===== config.mk =====
export PLATFORM = sky130hd
export DESIGN_NAME = scope_frame_crc16_builder_top
export DESIGN_NICKNAME = d
export VERILOG_FILES = /design/src/hdl/sfcb_pkg.sv /design/src/hdl/scope_frame_crc16_builder_top.sv /design/src/hdl/sfcb_lane.sv /design/src/hdl/sfcb_merge.sv
export SDC_FILE = /design/constraint.sdc
export NUM_CORES = 1
export LEC_CHECK = 0
export BUFFER_PORTS_ARGS = -buffer_cell sky130_fd_sc_hd__buf_2
export CORE_MARGIN = 1.5
export CORE_UTILIZATION = 49
export CTS_BUF_LIST = sky130_fd_sc_hd__clkbuf_8
export DETAILED_ROUTE_END_ITERATION = 10
export PLACE_DENSITY = 0.71
export SYNTH_ARGS = -nofsm -noshare
export SYNTH_HDL_FRONTEND = slang
export SYNTH_SLANG_ARGS = --single-unit
export TNS_END_PERCENT = 100

===== constraint.sdc =====
create_clock -name clk -period 7.85 [get_ports clk]
set_clock_uncertainty 0.15 [all_clocks]
set_input_delay 0.3925 -clock clk [delete_from_list [all_inputs] [get_ports clk]]
set_output_delay 0.3925 -clock clk [all_outputs]
set_load 0.1 [all_outputs]

===== src/hdl/sfcb_pkg.sv =====
// ---------------------------------------------------------------------------
// sfcb_pkg
// Types, constants and CRC-16/MODBUS helpers for the scope frame builder.
// ---------------------------------------------------------------------------
`timescale 1ns / 1ps

package sfcb_pkg;

  localparam int CHANNELS    = 8;
  localparam int DATA_BYTES  = 2 * CHANNELS;
  localparam int FRAME_BYTES = DATA_BYTES + 2;
  localparam int IDX_W       = $clog2(FRAME_BYTES);

  // byte positions of the CRC trailer
  localparam logic [IDX_W-1:0] IDX_CRC_LO = IDX_W'(DATA_BYTES);
  localparam logic [IDX_W-1:0] IDX_CRC_HI = IDX_W'(DATA_BYTES + 1);

  localparam logic [15:0] CRC_INIT = 16'hFFFF;
  localparam logic [15:0] CRC_POLY = 16'hA001;

  typedef struct packed {
    logic signed [15:0] sample_ch0;
    logic signed [15:0] sample_ch1;
    logic signed [15:0] sample_ch2;
    logic signed [15:0] sample_ch3;
    logic signed [15:0] sample_ch4;
    logic signed [15:0] sample_ch5;
    logic signed [15:0] sample_ch6;
    logic signed [15:0] sample_ch7;
  } in_req_t;

  typedef struct packed {
    logic [7:0] frame_byte;
    logic       frame_end;
  } out_res_t;

  // one byte through the reflected CRC, LSB first
  function automatic logic [15:0] crc_byte(input logic [15:0] crc_in, input logic [7:0] b);
    logic [15:0] c;
    c = crc_in ^ {8'h00, b};
    for (int k = 0; k < 8; k++) begin
      c = c[0] ? ((c >> 1) ^ CRC_POLY) : (c >> 1);
    end
    return c;
  endfunction

  // advance a CRC register over two zero bytes
  function automatic logic [15:0] crc_adv16(input logic [15:0] crc_in);
    return crc_byte(crc_byte(crc_in, 8'h00), 8'h00);
  endfunction

endpackage


===== src/hdl/scope_frame_crc16_builder_top.sv =====
// ---------------------------------------------------------------------------
// scope_frame_crc16_builder_top
// Serializes eight channel samples plus a CRC-16/MODBUS trailer as 18 bytes.
// ---------------------------------------------------------------------------
// Usage:
//   A request (in_data, eight signed 16-bit samples) is taken at a rising
//   edge with start high and busy low. The frame then leaves one byte per
//   cycle on out_data with out_strobe high: sample low byte, high byte, in
//   channel order, then CRC low and CRC high (frame_end set on the last).
//   Byte 0 appears the cycle after the request edge. busy drops while the
//   last byte is on the ports, so the next request is taken there and
//   frames follow with no gap. The rate is one byte per cycle on the
//   single output port.
//   Eight CRC lanes run in parallel at the request edge; the merge stage
//   folds them one per cycle and has the CRC ready well before the
//   trailer is sent.
//   Reset (rst_n low, synchronous) drops any frame in flight and clears
//   busy and out_strobe. The receiver cannot stall: each byte is valid for
//   exactly one cycle.
// ---------------------------------------------------------------------------
`timescale 1ns / 1ps

module scope_frame_crc16_builder_top import sfcb_pkg::*; (
  input  logic     clk,
  input  logic     rst_n,
  input  logic     start,
  output logic     busy,
  input  in_req_t  in_data,
  output logic     out_strobe,
  output out_res_t out_data
);

  logic signed [15:0] smp      [CHANNELS];
  logic        [15:0] lane_crc [CHANNELS];
  logic signed [15:0] samp_r   [CHANNELS];
  logic        [15:0] crc;
  logic        [15:0] sel;
  logic        [IDX_W-1:0] idx_r;
  logic               active_r;
  logic               accept;

  // unpack request into channel order
  assign smp[0] = in_data.sample_ch0;
  assign smp[1] = in_data.sample_ch1;
  assign smp[2] = in_data.sample_ch2;
  assign smp[3] = in_data.sample_ch3;
  assign smp[4] = in_data.sample_ch4;
  assign smp[5] = in_data.sample_ch5;
  assign smp[6] = in_data.sample_ch6;
  assign smp[7] = in_data.sample_ch7;

  // per-channel CRC lanes
  for (genvar g = 0; g < CHANNELS; g++) begin : g_lane
    sfcb_lane u_lane (
      .sample   (smp[g]),
      .lane_crc (lane_crc[g])
    );
  end

  // free on the final byte so frames run back to back
  assign busy   = active_r && (idx_r != IDX_CRC_HI);
  assign accept = start && !busy;

  sfcb_merge u_merge (
    .clk      (clk),
    .rst_n    (rst_n),
    .load     (accept),
    .lane_crc (lane_crc),
    .crc      (crc)
  );

  // sample store
  always_ff @(posedge clk) begin
    if (accept) begin
      samp_r <= smp;
    end
  end

  // byte sequencer
  always_ff @(posedge clk) begin
    if (!rst_n) begin
      active_r <= 1'b0;
      idx_r    <= '0;
    end else if (accept) begin
      active_r <= 1'b1;
      idx_r    <= '0;
    end else if (active_r) begin
      if (idx_r == IDX_CRC_HI) begin
        active_r <= 1'b0;
      end else begin
        idx_r <= idx_r + IDX_W'(1);
      end
    end
  end

  // output byte select
  assign sel = samp_r[idx_r[3:1]];

  always_comb begin
    out_data.frame_end = (idx_r == IDX_CRC_HI);
    priority if (idx_r == IDX_CRC_HI) begin
      out_data.frame_byte = crc[15:8];
    end else if (idx_r == IDX_CRC_LO) begin
      out_data.frame_byte = crc[7:0];
    end else if (idx_r[0]) begin
      out_data.frame_byte = sel[15:8];
    end else begin
      out_data.frame_byte = sel[7:0];
    end
  end

  assign out_strobe = active_r;

endmodule


===== src/hdl/sfcb_lane.sv =====
// ---------------------------------------------------------------------------
// sfcb_lane
// Zero-init CRC-16/MODBUS of one channel sample, low byte then high byte.
// ---------------------------------------------------------------------------
`timescale 1ns / 1ps

module sfcb_lane import sfcb_pkg::*; (
  input  logic signed [15:0] sample,
  output logic        [15:0] lane_crc
);

  // partial CRC; the merge stage folds in position and init value
  assign lane_crc = crc_byte(crc_byte(16'h0000, sample[7:0]), sample[15:8]);

endmodule


===== src/hdl/sfcb_merge.sv =====
// ---------------------------------------------------------------------------
// sfcb_merge
// Folds the lane CRCs into the frame CRC, one lane per cycle.
// ---------------------------------------------------------------------------
`timescale 1ns / 1ps

module sfcb_merge import sfcb_pkg::*; (
  input  logic        clk,
  input  logic        rst_n,
  input  logic        load,
  input  logic [15:0] lane_crc [CHANNELS],
  output logic [15:0] crc
);

  localparam int CNT_W = $clog2(CHANNELS);

  logic [15:0]      lane_r [CHANNELS];
  logic [15:0]      acc_r;
  logic [15:0]      acc_nxt;
  logic [CNT_W-1:0] cnt_r;
  logic             run_r;

  // crc(A,B) = adv16(crc(A)) ^ crc0(B), starting from the init value
  assign acc_nxt = crc_adv16(acc_r) ^ lane_r[cnt_r];

  // lane capture, payload only
  always_ff @(posedge clk) begin
    if (load) begin
      lane_r <= lane_crc;
    end
  end

  // accumulator and lane counter
  always_ff @(posedge clk) begin
    if (!rst_n) begin
      run_r <= 1'b0;
      cnt_r <= '0;
      acc_r <= CRC_INIT;
    end else if (load) begin
      run_r <= 1'b1;
      cnt_r <= '0;
      acc_r <= CRC_INIT;
    end else if (run_r) begin
      acc_r <= acc_nxt;
      cnt_r <= cnt_r + CNT_W'(1);
      if (cnt_r == CNT_W'(CHANNELS - 1)) begin
        run_r <= 1'b0;
      end
    end
  end

  assign crc = acc_r;

endmodule


==> results.tsv <==
stage	metric	value	unit
routing	drt initial violations	652	
timing	final worst-path setup slack	3.70	ns
clock_tree	CTS sink cnt	282	
routing	via count	7701	
floorplanning	Core Footprint	0.0261	sq mm
layout	final non-filler cell total	1441	
floorplanning	initial core utilization	50.1	%
hold_path	Hold/Removal Path Class	in -> reg	
routing	first drt pass iteration count	5	
routing	top sig layer	met4	
power	Static Leak	5.85	nW
logic_synthesis	Ys Warns	0	
clock_tree	CTS Buf Count	46	
timing	RSZ-0062 raised after global routing	false	
power	overall power	3.78	mW
worst_setup_path	Worst Setup SP	idx_r[2]	
floorplanning	die extent in x	166	microns
floorplanning	number of I/O pins	142	
clock_tree	CTS resizes	0	
floorplanning	Die Ht	166	microns
worst_setup_path	Required @ worst endpoint	7.85	ns
worst_setup_path	R2R depth	6	
routing	routed length on met1	13700	microns
logic_synthesis	gate count of the mapped netlist	778	
worst_setup_path	RR Startpoint	idx_r[2]	
worst_setup_path	critical path buffer and inverter count	2	
worst_setup_path	WP depth	6	
status	status	finished, final reports clean	
power	VDD IR-drop max	148	uV
timing	actual slew at the worst max-slew pin	1.14	ns
clock_tree	CTS tree	yes	
routing	wirelength, routed	32000	microns
power	Sw Share	26.9	%
clock_tree	H-tree Lvls	2	
routing	post-route ant nets	0	
placement	worst slack, placed	3.77	ns
layout	most common cell after layout, fill and taps aside	edfxtp_1	
worst_setup_path	R2R Setup Slk	3.70	ns
placement	PortBufs	141	
clock_tree	postcts setup bufs	0	
routing	met2 WL	15900	microns
clock_tree	# hold bufs at CTS	128	
global_route	largest net degree at the start of global routing	127	
floorplanning	die area	0.0276	sq mm
worst_setup_path	Worst Setup EP	samp_r[27]	
logic_synthesis	mapped cell area	0.0130	sq mm
worst_setup_path	slowest stage cell, crit path	buf_4	
worst_setup_path	crit path DAT	4.16	ns
global_route	vias in the first global route	8084	
power	Psw	1.01	mW
clock_tree	clk_lat worst skew	0.55	ns
layout	most frequent cells in the layout	256 x edfxtp_1, 141 x buf_2, 128 x dlygate4sd3_1	
worst_setup_path	Startpoint Class	flop	
clock_tree	clock transition at the registers of the reported paths	0.06	ns
clock_tree	root buf cell	clkbuf_8	
layout	Area growth, synth to finish	24.0	%
timing	worst rel slew slack	23.9	%
timing	minimum clock period	4.15	ns
routing	vias per cell	5.34	
hold_path	worst hold path depth	1	
run	max-cap check violation count	0	
global_route	Total GRT Usage	23.5	%
global_route	initial antenna violation count	0	
layout	ratio of cells with drive above 1 in the final layout	24.8	%
layout	fin nets	1207	
logic_synthesis	syn_area_per_cell	16.8	sq um
logic_synthesis	Synth Net Count	914	
timing	Hold WS	0.0259	ns
worst_setup_path	Crit Path Category	reg -> reg	
timing	Final Max Slew Viols	0	
floorplanning	site row count	59	
power	Combinational Power Share	20.0	%
power	Int Pwr	2.76	mW
power	Clock power frac	30.4	%
worst_setup_path	kind of cell adding the most delay to the critical path	buffers and inverters	
logic_synthesis	Seq/Total Area, Yosys	62.9	%
worst_setup_path	Worst path max stage delay	0.91	ns
routing	Met3 Wirelength	1880	microns
timing	final setup violation count	0	
timing	count of final hold-check violations	0	
worst_setup_path	crit-path max FO	126	
logic_synthesis	#FFs+latches synth	282	
power	P per Cell Area	233	mW/mm^2
timing	Final Cycle Share	52.9	%
global_route	first-pass GRT wire length	48100	microns
placement	placed insts	1230	
routing	# DRC	0	
power	Flop pwr share	49.6	%
worst_setup_path	crit path cell chain	nor2_1 -> nand3_2 -> and2_1 -> nand2b_1 -> inv_8 -> buf_4	
timing	TNS Setup	0	ns
placement	GP Congestion	0.835	
logic_synthesis	Yosys cell types	32	
timing	fmax	241	MHz
global_route	Overflow after GRT	0	
layout	Antenna Cells	0	
placement	HPWL Detailed	21000	microns
worst_setup_path	crit end category	flop	
worst_setup_path	R2R Path End	samp_r[27]	
clock_tree	clock buffer depth	3	
routing	WL per Instance	22.2	microns
==> layout make-up <==
type	count	area (sq um)
multi-input cells	459	4660
clock inverters	34	138
well taps	335	419
fillers	1942	9890
clock buffers	49	674
inverters	7	33.8
repair buffers	275	2030
flip-flops and latches	282	8210
==> state kept, by name, indices dropped and copies added, names as in the netlist <==
signal	cells
u_merge.crc	16
samp_r	128
u_merge.cnt_r	3
out_strobe	1
u_merge.lane_r	128
idx_r	5
u_merge.run_r	1
==> cells in the mapped netlist <==
master      n  area, sq um
dfxtp_1    26          521
clkbuf_1   12         45.0
mux4_2     64         1440
and2_1      4         25.0
xnor2_2     2         32.5
o21a_1      1         7.51
inv_1       7         26.3
buf_6       1         11.3
nand4_1     2         12.5
o21ai_1     1         5.00
nand3_2     1         10.0
buf_4       3         22.5
edfxtp_1  256         7690
nand2b_1    1         6.26
nor2b_1     1         6.26
buf_1       4         15.0
o21ai_0    11         55.1
a22oi_1    16          120
xor3_1      2         47.6
xnor2_1   116         1020
nand2_1    23         86.3
buf_2      10         50.1
nor2_1     27          101
a21oi_1    31          155
xnor3_1     9          203
xnor3_2     1         23.8
nand3b_1    1         7.51
nor3_1      1         5.00
and3_1      2         12.5
ha_1        5         62.6
mux2i_1    18          180
xor2_1    119         1040
==> power by group through the flow <==
stage / registers, mW / clock network, mW / logic (mW)
final: 1.87 / 1.15 / 0.753
after global routing: 1.88 / 1.23 / 0.810
after CTS: 1.87 / 1.16 / 0.756
after detailed placement: 1.90 / 0 / 0.707
after global placement: 1.90 / 0 / 0.697
after floorplan: 1.90 / 0 / 0.513
==> cells by family (layout without fill, tap and decap cells) <==
family,Yosys count,in the layout,share of synthesized area [%]
adders and majority gates,5,5,0.480
xor gates and xnor gates,249,249,18.1
AOI/OAI and AO/OA,60,60,2.63
DFF,282,282,62.9
and+or+nand+nor,63,63,2.09
buffers and inverters,37,365,1.30
muxes,82,82,12.4
==> per-layer routing <==
metal | vias to the layer above | track usage [%]
met5 | - | 0
met4 | 0 | 6.97
met3 | 42 | 3.60
met2 | 281 | 38.3
met1 | 3878 | 33.1
li1 | 3500 | -
==> worst min path at each step <==
stage                from   endpoint  slack, ns
6_report       in_data[7]  samp_r[7]       0.03
5_1_grt        in_data[7]  samp_r[7]      0.005
4_1_cts        in_data[7]  samp_r[7]      0.002
3_5_place_dp     idx_r[4]   idx_r[4]       0.39
3_3_place_gp     idx_r[4]   idx_r[4]       0.38
2_1_floorplan  in_data[0]  samp_r[0]       0.34
==> stage by stage <==
stage | util, % | instance area, sq um
4_1_cts | 62.1 | 16200
2_1_floorplan | - | 13000
5_1_grt | 62.1 | 16200
3_3_place_gp | 54.0 | 14100
6_report | 62.1 | 16200
3_5_place_dp | 54.0 | 14100
(Power assumes the default switching activity.)
